--- src/rtl/ptor_pkg.sv ---
`default_nettype none
package ptor_pkg;

   localparam int TABLE_DEPTH = 8;
   localparam int IDX_W       = (TABLE_DEPTH > 1) ? $clog2(TABLE_DEPTH) : 1;
   localparam int CNT_W       = $clog2(TABLE_DEPTH + 1);

   localparam int MAC_W   = 48;
   localparam int KIND_W  = 2;
   localparam int IDENT_W = 32;
   localparam int CHAN_W  = 4;
   localparam int TIME_W  = 48;
   localparam int CMD_W   = 2;
   localparam int OUT_W   = 3;
   localparam int SLOT_W  = 3;
   localparam int COUNT_W = 4;

   localparam logic [CMD_W-1:0] CMD_LEARN  = 2'd0;
   localparam logic [CMD_W-1:0] CMD_REMOVE = 2'd1;
   localparam logic [CMD_W-1:0] CMD_QUERY  = 2'd2;

   localparam logic [OUT_W-1:0] OUT_SAME     = 3'd0;
   localparam logic [OUT_W-1:0] OUT_CHANGED  = 3'd1;
   localparam logic [OUT_W-1:0] OUT_APPENDED = 3'd2;
   localparam logic [OUT_W-1:0] OUT_REPLACED = 3'd3;
   localparam logic [OUT_W-1:0] OUT_REMOVED  = 3'd4;
   localparam logic [OUT_W-1:0] OUT_RM_MISS  = 3'd5;
   localparam logic [OUT_W-1:0] OUT_KNOWN    = 3'd6;
   localparam logic [OUT_W-1:0] OUT_UNKNOWN  = 3'd7;

   typedef struct packed {
      logic [MAC_W-1:0]   mac;
      logic               role;
      logic [KIND_W-1:0]  kind;
      logic [IDENT_W-1:0] ident;
      logic [CHAN_W-1:0]  chan;
      logic [TIME_W-1:0]  seen;
   } entry_type;

   typedef struct packed {
      logic mac_hit;
      logic query_hit;
      logic older;
      logic changed;
   } match_type;

endpackage
`default_nettype wire

--- src/rtl/ptor_entry_ram.sv ---
`default_nettype none
module ptor_entry_ram (
   input  wire logic                    clock,
   input  wire logic                    wr_en,
   input  wire logic [ptor_pkg::IDX_W-1:0] wr_addr,
   input  wire ptor_pkg::entry_type     wr_data,
   input  wire logic                    rd_en,
   input  wire logic [ptor_pkg::IDX_W-1:0] rd_addr,
   output ptor_pkg::entry_type          rd_data
);
   import ptor_pkg::*;

   entry_type mem_ff [TABLE_DEPTH];
   entry_type rd_data_ff;

   always_ff @(posedge clock) begin
      if (wr_en) begin
         mem_ff[wr_addr] <= wr_data;
      end
   end

   always_ff @(posedge clock) begin
      if (rd_en) begin
         rd_data_ff <= mem_ff[rd_addr];
      end
   end

   assign rd_data = rd_data_ff;

endmodule
`default_nettype wire

--- src/rtl/ptor_match_unit.sv ---
`default_nettype none
module ptor_match_unit (
   input  wire ptor_pkg::entry_type          stored,
   input  wire ptor_pkg::entry_type          request,
   input  wire logic [ptor_pkg::TIME_W-1:0]  best_seen,
   output ptor_pkg::match_type               result,
   output ptor_pkg::entry_type               merged
);
   import ptor_pkg::*;

   logic ident_given;

   assign ident_given = (request.ident != '0);

   always_comb begin
      result.mac_hit   = (stored.mac == request.mac);
      result.query_hit = result.mac_hit || (ident_given && (stored.ident == request.ident));
      result.older     = (stored.seen < best_seen);
      // time alone does not count as a change
      result.changed   = (stored.role != request.role) || (stored.kind != request.kind) ||
                         (ident_given && (stored.ident != request.ident)) ||
                         (stored.chan != request.chan);
      merged           = request;
      merged.ident     = ident_given ? request.ident : stored.ident;
   end

endmodule
`default_nettype wire

--- src/rtl/peer_table_oldest_replace_unit.sv ---
`default_nettype none
// Peer table of TABLE_DEPTH entries kept packed at the front of a small
// single-port-read memory. Each learn, remove or query walks the valid entries
// one at a time through one shared compare unit (registered memory read, then
// compare), and stops at the first hit. A learn on a full table with no
// hit scans all entries and replaces the oldest; a remove that moves the last
// entry into the hole adds a read of the last entry and a write into the hole.
// An empty table skips the scan. One command is in work at a time; the next beat
// is taken while a finished response still waits on the response port.
module peer_table_oldest_replace_unit (
   input  wire logic                        clock,
   input  wire logic                        reset,
   input  wire logic                        req_valid,
   output logic                             req_ready,
   input  wire logic [ptor_pkg::CMD_W-1:0]   req_command,
   input  wire logic [ptor_pkg::MAC_W-1:0]   req_peer_mac,
   input  wire logic                        req_peer_role,
   input  wire logic [ptor_pkg::KIND_W-1:0]  req_peer_kind,
   input  wire logic [ptor_pkg::IDENT_W-1:0] req_peer_ident,
   input  wire logic [ptor_pkg::CHAN_W-1:0]  req_radio_channel,
   input  wire logic [ptor_pkg::TIME_W-1:0]  req_now_time,
   output logic                             rsp_valid,
   input  wire logic                        rsp_ready,
   output logic [ptor_pkg::OUT_W-1:0]       rsp_outcome,
   output logic [ptor_pkg::SLOT_W-1:0]      rsp_slot,
   output logic [ptor_pkg::COUNT_W-1:0]     rsp_entry_count,
   output logic                             rsp_save_request
);
   import ptor_pkg::*;

   localparam logic [2:0] S_IDLE   = 3'd0;
   localparam logic [2:0] S_READ   = 3'd1;
   localparam logic [2:0] S_CMP    = 3'd2;
   localparam logic [2:0] S_MREAD  = 3'd3;
   localparam logic [2:0] S_MWRITE = 3'd4;
   localparam logic [2:0] S_MISS   = 3'd5;
   localparam logic [2:0] S_DONE   = 3'd6;

   logic [2:0]        state_ff, state_in;
   logic [IDX_W-1:0]  idx_ff, idx_in;
   logic [CNT_W-1:0]  count_ff, count_in;
   logic [IDX_W-1:0]  best_idx_ff, best_idx_in;
   logic [TIME_W-1:0] best_seen_ff, best_seen_in;
   logic [CMD_W-1:0]  cmd_ff, cmd_in;
   entry_type         req_ff, req_in;
   logic [OUT_W-1:0]  res_outcome_ff, res_outcome_in;
   logic [IDX_W-1:0]  res_slot_ff, res_slot_in;
   logic              res_save_ff, res_save_in;

   logic               rsp_valid_ff;
   logic [OUT_W-1:0]   rsp_outcome_ff;
   logic [SLOT_W-1:0]  rsp_slot_ff;
   logic [COUNT_W-1:0] rsp_count_ff;
   logic               rsp_save_ff;

   logic              wr_en, rd_en;
   logic [IDX_W-1:0]  wr_addr, rd_addr;
   entry_type         wr_data, rd_data, merged;
   match_type         match;
   logic [IDX_W-1:0]  last_idx;
   logic              table_full, hit, rsp_free;

   ptor_entry_ram u_ram (
      .clock   (clock),
      .wr_en   (wr_en),
      .wr_addr (wr_addr),
      .wr_data (wr_data),
      .rd_en   (rd_en),
      .rd_addr (rd_addr),
      .rd_data (rd_data)
   );

   ptor_match_unit u_match (
      .stored    (rd_data),
      .request   (req_ff),
      .best_seen (best_seen_ff),
      .result    (match),
      .merged    (merged)
   );

   assign last_idx   = IDX_W'(count_ff - CNT_W'(1));
   assign table_full = (count_ff == CNT_W'(TABLE_DEPTH));
   assign hit        = (cmd_ff == CMD_QUERY) ? match.query_hit : match.mac_hit;
   assign rsp_free   = !rsp_valid_ff || rsp_ready;
   assign req_ready  = (state_ff == S_IDLE);

   always_comb begin
      state_in       = state_ff;
      idx_in         = idx_ff;
      count_in       = count_ff;
      best_idx_in    = best_idx_ff;
      best_seen_in   = best_seen_ff;
      cmd_in         = cmd_ff;
      req_in         = req_ff;
      res_outcome_in = res_outcome_ff;
      res_slot_in    = res_slot_ff;
      res_save_in    = res_save_ff;
      wr_en          = 1'b0;
      wr_addr        = idx_ff;
      wr_data        = merged;
      rd_en          = 1'b0;
      rd_addr        = idx_ff;
      unique case (state_ff)
         S_IDLE: begin
            if (req_valid) begin
               cmd_in         = req_command;
               req_in.mac     = req_peer_mac;
               req_in.role    = req_peer_role;
               req_in.kind    = req_peer_kind;
               req_in.ident   = req_peer_ident;
               req_in.chan    = req_radio_channel;
               req_in.seen    = req_now_time;
               idx_in         = '0;
               res_outcome_in = OUT_UNKNOWN;
               res_slot_in    = '0;
               res_save_in    = 1'b0;
               if (req_command != CMD_LEARN && req_command != CMD_REMOVE &&
                   req_command != CMD_QUERY) begin
                  state_in = S_DONE;
               end else if (count_ff == '0) begin
                  state_in = S_MISS;
               end else begin
                  state_in = S_READ;
               end
            end
         end
         S_READ: begin
            rd_en    = 1'b1;
            state_in = S_CMP;
         end
         S_CMP: begin
            // first minimum: only a strictly older entry takes over
            if (match.older || idx_ff == '0) begin
               best_idx_in  = idx_ff;
               best_seen_in = rd_data.seen;
            end
            if (hit) begin
               res_slot_in = idx_ff;
               state_in    = S_DONE;
               unique case (cmd_ff)
                  CMD_LEARN: begin
                     wr_en          = 1'b1;
                     res_outcome_in = match.changed ? OUT_CHANGED : OUT_SAME;
                     res_save_in    = match.changed;
                  end
                  CMD_REMOVE: begin
                     res_outcome_in = OUT_REMOVED;
                     res_save_in    = 1'b1;
                     if (idx_ff == last_idx) begin
                        count_in = count_ff - CNT_W'(1);
                     end else begin
                        state_in = S_MREAD;
                     end
                  end
                  default: begin
                     res_outcome_in = OUT_KNOWN;
                  end
               endcase
            end else if (idx_ff == last_idx) begin
               state_in = S_MISS;
            end else begin
               idx_in   = idx_ff + IDX_W'(1);
               state_in = S_READ;
            end
         end
         S_MREAD: begin
            rd_en    = 1'b1;
            rd_addr  = last_idx;
            state_in = S_MWRITE;
         end
         S_MWRITE: begin
            // last entry fills the hole
            wr_en    = 1'b1;
            wr_data  = rd_data;
            count_in = count_ff - CNT_W'(1);
            state_in = S_DONE;
         end
         S_MISS: begin
            state_in    = S_DONE;
            res_slot_in = '0;
            res_save_in = 1'b0;
            unique case (cmd_ff)
               CMD_LEARN: begin
                  wr_en   = 1'b1;
                  wr_data = req_ff;
                  if (table_full) begin
                     wr_addr        = best_idx_ff;
                     res_outcome_in = OUT_REPLACED;
                     res_slot_in    = best_idx_ff;
                  end else begin
                     wr_addr        = IDX_W'(count_ff);
                     count_in       = count_ff + CNT_W'(1);
                     res_outcome_in = OUT_APPENDED;
                     res_slot_in    = IDX_W'(count_ff);
                     res_save_in    = 1'b1;
                  end
               end
               CMD_REMOVE: res_outcome_in = OUT_RM_MISS;
               default:    res_outcome_in = OUT_UNKNOWN;
            endcase
         end
         S_DONE: begin
            if (rsp_free) begin
               state_in = S_IDLE;
            end
         end
         default: state_in = S_IDLE;
      endcase
   end

   always_ff @(posedge clock) begin
      if (reset) begin
         state_ff <= S_IDLE;
         count_ff <= '0;
      end else begin
         state_ff <= state_in;
         count_ff <= count_in;
      end
   end

   always_ff @(posedge clock) begin
      idx_ff         <= idx_in;
      best_idx_ff    <= best_idx_in;
      best_seen_ff   <= best_seen_in;
      cmd_ff         <= cmd_in;
      req_ff         <= req_in;
      res_outcome_ff <= res_outcome_in;
      res_slot_ff    <= res_slot_in;
      res_save_ff    <= res_save_in;
   end

   always_ff @(posedge clock) begin
      if (reset) begin
         rsp_valid_ff <= 1'b0;
      end else if (state_ff == S_DONE && rsp_free) begin
         rsp_valid_ff <= 1'b1;
      end else if (rsp_ready) begin
         rsp_valid_ff <= 1'b0;
      end
   end

   always_ff @(posedge clock) begin
      if (state_ff == S_DONE && rsp_free) begin
         rsp_outcome_ff <= res_outcome_ff;
         rsp_slot_ff    <= SLOT_W'(res_slot_ff);
         rsp_count_ff   <= COUNT_W'(count_ff);
         rsp_save_ff    <= res_save_ff;
      end
   end

   assign rsp_valid        = rsp_valid_ff;
   assign rsp_outcome      = rsp_outcome_ff;
   assign rsp_slot         = rsp_slot_ff;
   assign rsp_entry_count  = rsp_count_ff;
   assign rsp_save_request = rsp_save_ff;

   a_count_bound: assert property (@(posedge clock) disable iff (reset)
      count_ff <= CNT_W'(TABLE_DEPTH))
      else $error("entry count beyond table depth");

   a_no_write_idle: assert property (@(posedge clock) disable iff (reset)
      (state_ff == S_IDLE || state_ff == S_DONE || state_ff == S_READ) |-> !wr_en)
      else $error("table written outside an update step");

   a_count_source: assert property (@(posedge clock) disable iff (reset)
      (count_ff != $past(count_ff)) |->
         ($past(state_ff) == S_CMP || $past(state_ff) == S_MISS ||
          $past(state_ff) == S_MWRITE))
      else $error("entry count changed outside an update step");

   a_rsp_from_done: assert property (@(posedge clock) disable iff (reset)
      $rose(rsp_valid_ff) |-> $past(state_ff) == S_DONE)
      else $error("response raised without a finished command");

endmodule
`default_nettype wire
--- config.mk ---
export PLATFORM = sky130hd
export DESIGN_NAME = peer_table_oldest_replace_unit
export DESIGN_NICKNAME = d
export VERILOG_FILES = /design/src/rtl/ptor_pkg.sv /design/src/rtl/ptor_entry_ram.sv /design/src/rtl/ptor_match_unit.sv /design/src/rtl/peer_table_oldest_replace_unit.sv
export SDC_FILE = /design/constraint.sdc
export NUM_CORES = 1
export LEC_CHECK = 0
export ABC_AREA = 1
export BUFFER_PORTS_ARGS = -buffer_cell sky130_fd_sc_hd__buf_2
export CORE_MARGIN = 2
export CORE_UTILIZATION = 45
export CTS_BUF_LIST = sky130_fd_sc_hd__clkbuf_2 sky130_fd_sc_hd__clkbuf_4 sky130_fd_sc_hd__clkbuf_8
export DETAILED_ROUTE_END_ITERATION = 7
export PLACE_DENSITY = 0.67
export SYNTH_ARGS = -nofsm -noshare
export SYNTH_HDL_FRONTEND = slang
export SYNTH_SLANG_ARGS = --single-unit
export TNS_END_PERCENT = 50
--- constraint.sdc ---
create_clock -name clock -period 15.3 [get_ports clock]
set_input_delay 4.59 -clock clock [delete_from_list [all_inputs] [get_ports clock]]
set_output_delay 4.59 -clock clock [all_outputs]
set_load 0.01 [all_outputs]
==> results of run 1 <==
layer usage:
layer / global-route usage, % / vias up / part of all wire, %
met5: 0 / - / 0
met4: 7.70 / 0 / 3.0
met3: 3.69 / 229 / 6.4
met2: 32.8 / 1101 / 48
met1: 25.5 / 16700 / 43
li1: - / 15800 / -
state kept, by name (all words and copies together), names as in the netlist:
| signal | cells |
|---|---|
| best_idx_ff | 3 |
| best_seen_ff | 48 |
| cmd_ff | 2 |
| count_ff | 4 |
| idx_ff | 3 |
| req_ff | 135 |
| res_outcome_ff | 3 |
| res_save_ff | 1 |
| res_slot_ff | 3 |
| rsp_entry_count | 4 |
| rsp_outcome | 3 |
| rsp_save_request | 1 |
| rsp_slot | 3 |
| rsp_valid | 1 |
| state_ff | 3 |
| u_ram.mem_ff | 1080 |
| u_ram.rd_data | 135 |
report_power, final:
group,switching (W),internal (W)
logic,0.00262,0.00105
clock network,0.00146,0.00165
registers,0.000274,0.00545
total,0.00436,0.00815
logic make-up (layout without fill, tap and decap cells):
family / Yosys count / in the layout
compound gates: 922 / 922
xor+xnor: 69 / 69
fa+ha+maj: 51 / 51
buf+inv: 368 / 751
flops: 1432 / 1432
mux: 99 / 99
other cells: 0 / 2
simple gates: 1304 / 1304
worst reg2reg max path: stages (launching register included):
cell and delay (ps):
dfxtp_1 910, inv_2 140, nor2_4 110, buf_4 570, nand2_2 330, nand2_1 200
o21ai_4 60, buf_4 310, inv_8 720, buf_4 940, buf_4 910, o21ai_0 280
o22ai_1 200, nor2_1 60, a31oi_1 180
final timing paths:
path / startpoint / end / depth (start not counted) / slack, ps
worst min-delay path: res_slot_ff[1]$_DFFE_PP_ / rsp_slot[1]$_DFFE_PP_ / 0 / 410
worst min register to register: res_slot_ff[1]$_DFFE_PP_ / rsp_slot[1]$_DFFE_PP_ / 0 / 410
worst max-delay path: state_ff[0]$_SDFFE_PP0P_ / req_ready / 4 / 8230
worst max register to register: state_ff[0]$_SDFFE_PP0P_ / u_ram.rd_data[114]$_DFFE_PP_ / 14 / 9210
synth_stat cells, types with 7 or more instances:
cell type / count / area (um2)
edfxtp_1: 1424 / 42800
nor2_1: 1051 / 3950
o21ai_0: 540 / 2700
nand2_1: 222 / 833
clkbuf_1: 147 / 552
a31oi_1: 139 / 870
inv_1: 139 / 522
o22ai_1: 138 / 863
mux2_2: 97 / 1090
buf_2: 65 / 325
xnor2_1: 62 / 543
a21oi_1: 56 / 280
ha_1: 51 / 638
o21ai_1: 35 / 175
nand3_1: 15 / 75.1
buf_1: 10 / 37.5
dfxtp_1: 8 / 160
nand4_1: 8 / 50.1
xor2_1: 7 / 61.3
cell type report:
class	instances	area (um2)
fillers	10500	61900
flip-flops and latches	1432	42900
multi-input cells	2445	12400
clock buffers	317	3840
well taps	1650	2060
repair buffers	193	1190
inverters	142	548
clock inverters	99	515
diodes	2	5.00
through the flow:
| step | setup slack (ps) | total power [W] | hold slack (ps) | util [%] |
|---|---|---|---|---|
| after floorplan | 4350 | 0.00838 | 400 | - |
| after global placement | 8010 | 0.00939 | 410 | 47.2 |
| after detailed placement | 7900 | 0.00948 | 405 | 47.2 |
| after CTS | 8200 | 0.0126 | 413 | 50.6 |
| after global routing | 8080 | 0.0132 | 420 | 50.7 |
| final | 8230 | 0.0125 | 414 | 50.7 |
==> results.py, run 1 <==
metrics = {
    "run_status": {
        "status": "completed",
    },
    "sta": {
        "timing.final.crit_period_ps": 7070,
        "tns_ps": 0,
        "worst_pin_slew_ps": 1260,
        "finalCritPeriodShare_pct": 46.2,
        "finClkSkew_ps": 53.2,
        "final_max_slew_viol_count": 0,
        "max_freq_mhz": 142,
        "hold_viol_final": 0,
        "max_slew_margin_pct": 15.8,
        "rsz0062_at_grt": "no",
        "setup_viol": 0,
    },
    "cts": {
        "clockBufferDepth": 3,
        "clock_latency_ps": 930,
        "post_cts_resize_count": 0,
        "clk_pin_slew_ps": 70,
        "cts-buffers-inserted": 229,
        "post_cts_buffers": 0,
        "tritoncts": "done",
        "htreeDepth": 4,
        "cts_root_buffer": "clkbuf_8",
        "cts.sinks": 1432,
        "ctsHoldBuffers": 0,
    },
    "floorplanning": {
        "die_area_um2": 129000,
        "io_pins": 154,
        "core_um2": 125000,
        "rows": 130,
        "initial_core_util_pct": 45.2,
        "die_h_um": 359,
        "dieWidth_um": 359,
    },
    "critical_path": {
        "path_max_fanout": 13,
        "slowest_stage": "dfxtp_1",
        "worstPathArrival_ps": 2480,
        "crit_family": "simple AND/OR/NAND/NOR gates",
        "max_stage_delay_ps": 600,
        "end_kind": "output pin",
        "cp_cell_sequence": "nor2_1 > inv_1 > nor2_1 > buf_2",
        "cp.required_ps": 10710,
        "cp-start-kind": "flip-flop",
        "critPathKind": "flip-flop to output pin",
        "cp_common_cell": "nor2_1",
        "path_buf_inv": 2,
    },
    "route": {
        "drtIter0Drc": 2978,
        "route.detailed.drc": 0,
        "antenna_left": 0,
        "finalWirelength_mm": 129,
        "wl_per_cell_um": 20.5,
        "vias_per_cell": 5.39,
        "dr.pass1.iters": 5,
        "via_count": 33800,
    },
    "layout": {
        "drive_above_1_share_pct": 14.4,
        "stdcell_count": 6280,
        "design_area_um2": 63500,
        "syn_to_final_growth_pct": 12.0,
        "layout_commonest_cell": "edfxtp_1",
        "finalNetCount": 4635,
        "layout_common_cells": "edfxtp_1, nor2_1, o21ai_0, clkbuf_8, nand2_1",
    },
    "grt": {
        "grt_pass1_vias": 33300,
        "grt_max_degree": 280,
        "grt_pass1_wl_mm": 195,
        "grt.total_usage_pct": 19.7,
        "antenna_found_initial": 2,
        "grt-ovfl-total": 0,
    },
    "power_and_ir_drop": {
        "ir_drop_mv": 0.204,
        "p_leak_nw": 21.4,
        "p_per_area_nw_per_um2": 197,
    },
    "logic_synthesis": {
        "synthXorXnorAreaFrac_pct": 1.07,
        "syn_inst": 4245,
        "async_flop_share_pct": 0,
        "synth_top_family_by_area": "compound AO/OA/AOI/OAI gates",
        "synth-compound-area-share_pct": 8.83,
        "ys.warnings.count": 0,
        "syn_avg_cell_area_um2": 13.4,
        "synthFlopType": "edfxtp_1",
        "synthesis.area_um2": 56700,
        "synth_nets": 4437,
        "muxShareOfSynthArea_pct": 1.97,
        "ys_seq_area_share_pct": 75.7,
        "synth_edf_count": 1424,
        "synthSimpleGateAreaFrac_pct": 8.74,
        "ys_ff_latch": 1432,
        "synth_cell_types": 34,
        "synth-adder-area-share_pct": 1.13,
    },
    "placement": {
        "hpwl_mm": 63.1,
        "place_inst": 5862,
        "io_buffers": 153,
        "gp_congestion": 0.793,
        "dpl-instance-area_um2": 59200,
    },
    "run": {
        "cap_violations": 0,
    },
    "worst_hold_path": {
        "worstHoldPathType": "flip-flop to flip-flop",
    },
}
No activity file was read; power rests on OpenSTA's default activity.
==> run 2, diff against run 1 <==
PLACE_DENSITY = 0.69   (was 0.67)
clock period = 5.8 ns   (was 15.3 ns; I/O delays follow)
==> run 2 against run 1 <==
Effect of this change:
- clock skew fell by 13 ps
- total power increased to 2.6 times the previous value
- combinational power rose to 2.8 times the previous value
- largest power group unchanged
- non-clock buffer count is 10 higher
- die area unchanged
- setup slack worse by 6600 ps
- first-iteration DRC count grew 19%
- highest routed layer unchanged
==> results.py, run 2 (synthesized netlist as in run 1, its figures left out) <==
metrics = {
    "floorplanning": {
        "dieWidth_um": 359,
        "io_pins": 154,
        "die_h_um": 359,
        "initial_core_util_pct": 45.2,
        "die_area_um2": 129000,
        "core_um2": 125000,
        "rows": 130,
    },
    "cts": {
        "clockBufferDepth": 3,
        "clk_pin_slew_ps": 60,
        "clock_latency_ps": 920,
        "post_cts_resize_count": 0,
        "cts.sinks": 1432,
        "htreeDepth": 4,
        "tritoncts": "done",
        "post_cts_buffers": 0,
        "ctsHoldBuffers": 0,
        "cts-buffers-inserted": 220,
        "cts_root_buffer": "clkbuf_8",
    },
    "grt": {
        "grt.total_usage_pct": 20.0,
        "grt_pass1_wl_mm": 200,
        "grt-ovfl-total": 0,
        "antenna_found_initial": 3,
        "met3_usage_pct": 3.89,
        "grtUsageMet2_pct": 32.1,
        "grt_max_degree": 191,
        "met1_usage_pct": 27.3,
        "grt.busiest_layer": "met2",
        "grt_pass1_vias": 33400,
    },
    "layout": {
        "largest_reg_flops": 1080,
        "multiInputGateArea_um2": 12400,
        "syn_to_final_growth_pct": 12.0,
        "drive_above_1_share_pct": 14.0,
        "layout_commonest_cell": "edfxtp_1",
        "regMostFlops": "u_ram.mem_ff",
        "layout_common_cells": "edfxtp_1, nor2_1, o21ai_0, nand2_1, clkbuf_8",
        "finalNetCount": 4636,
        "fillCellCount": 10400,
        "seq_area_um2": 42900,
        "design_area_um2": 63500,
    },
    "sta": {
        "timing.final.crit_period_ps": 4180,
        "timing.final.ws_setup_ps": 1620,
        "final_max_slew_viol_count": 0,
        "hold_viol_final": 0,
        "setup_viol": 0,
        "max_slew_margin_pct": 26.2,
        "rsz0062_at_grt": "no",
        "max_freq_mhz": 239,
        "finalCritPeriodShare_pct": 72.0,
        "worst_pin_slew_ps": 1110,
        "finClkSkew_ps": 40.5,
    },
    "route": {
        "finalWirelength_mm": 131,
        "wl_per_cell_um": 20.8,
        "dr.pass1.iters": 6,
        "via_count": 34200,
        "antenna_left": 0,
        "vias_per_cell": 5.45,
        "drtIter0Drc": 3545,
        "route.detailed.drc": 0,
    },
    "critical_path": {
        "max_stage_delay_ps": 480,
        "reg2reg_depth": 14,
        "critPathKind": "flip-flop to output pin",
        "cp.required_ps": 4060,
        "path_max_fanout": 13,
        "regToRegSetupSlack_ps": 2130,
        "cp_common_cell": "nor2_1",
        "cp_cell_sequence": "nor2_1 > inv_1 > nor2_1 > buf_2",
        "slowest_stage": "dfxtp_1",
        "rr_startpoint": "req_ff[67]$_DFFE_PP_",
        "cp-start-kind": "flip-flop",
        "end_kind": "output pin",
        "worstPathArrival_ps": 2440,
        "timing.rr.end": "u_ram.mem_ff[0][76]$_DFFE_PP_",
    },
    "worst_hold_path": {
        "hp-start": "res_slot_ff[0]$_DFFE_PP_",
        "worstHoldPathType": "flip-flop to flip-flop",
        "hold_depth": 0,
        "hold_path_end": "rsp_slot[0]$_DFFE_PP_",
    },
    "run_status": {
        "status": "completed",
    },
    "placement": {
        "gp_congestion": 0.818,
        "hpwl_mm": 68.9,
        "io_buffers": 153,
        "place_ws_ps": 2130,
        "dpl-instance-area_um2": 59400,
    },
    "power_and_ir_drop": {
        "p_leak_nw": 21.3,
        "ir_drop_mv": 0.609,
        "p_per_area_nw_per_um2": 521,
    },
    "run": {
        "cap_violations": 0,
    },
}
run 2: cell count changes in the layout (fill, tap and decap cells not counted):
cell | previous run | this run
buf_12 | 10 | 23
buf_4 | 30 | 27
bufinv_16 | 2 | 3
clkbuf_4 | 83 | 74
clkbuf_8 | 234 | 221
clkinv_1 | 60 | 67
clkinv_2 | 25 | 15
clkinv_4 | 0 | 1
clkinv_8 | 1 | 0
clkinvlp_4 | 8 | 3
diode_2 | 2 | 3
inv_6 | 2 | 10
inv_8 | 3 | 2
run 2: cell type report:
type / instances / share of cell area, %
flip-flops and latches: 1432 / 67.6
multi-input cells: 2445 / 19.6
clock inverters: 99 / 0.843
inverters: 142 / 0.863
well taps: 1650 / 3.25
diodes: 3 / 0.0118
clock buffers: 295 / 5.66
repair buffers: 203 / 2.25
run 2: critical path, delay by kind of cell, from the launching register on:
family / cells / cell delay, ps
simple gates: 2 / 720
flops: 1 / 480
buf+inv: 2 / 330
run 2: worst max-delay path by stage:
stage                                   startpoint                             to  slack, ps  cells after the start
after global placement        req_ff[67]$_DFFE_PP_  u_ram.mem_ff[5][76]$_DFFE_PP_       2130                     14
final                     state_ff[0]$_SDFFE_PP0P_                      req_ready       1620                      4
after CTS                 state_ff[0]$_SDFFE_PP0P_                      req_ready       1600                      4
after global routing      state_ff[0]$_SDFFE_PP0P_                      req_ready       1520                      4
after detailed placement      req_ff[67]$_DFFE_PP_  u_ram.mem_ff[5][82]$_DFFE_PP_       2130                     14
after floorplan           count_ff[0]$_SDFFE_PP0P_   u_ram.mem_ff[5][0]$_DFFE_PP_      -1940                     11
run 2: per-layer routing:
layer	vias to the layer above	wire length, um
met5	-	0
met4	0	3670
met3	260	9770
met1	16800	55100
li1	15800	-
met2	1307	62100
run 2: stage by stage:
step                      TNS [ps]  hold slack [ps]  total power (W)  cells  util [%]
final                            0              430           0.0331   6269      50.7
after global routing             0              448           0.0350   6269      50.7
after floorplan           -2051900              400           0.0220   4245         -
after detailed placement         0              405           0.0253   5872      47.4
after CTS                        0              434           0.0333   6266      50.7
after global placement           0              419           0.0250   5872      47.4
run 2: where the power goes:
group	leakage [nW]	switching, W	total [W]	internal, W
registers	13.0	0.000629	0.0150	0.0144
clock network	2.19	0.00382	0.00796	0.00414
logic	6.18	0.00725	0.0101	0.00288
total	21.3	0.0117	0.0331	0.0214
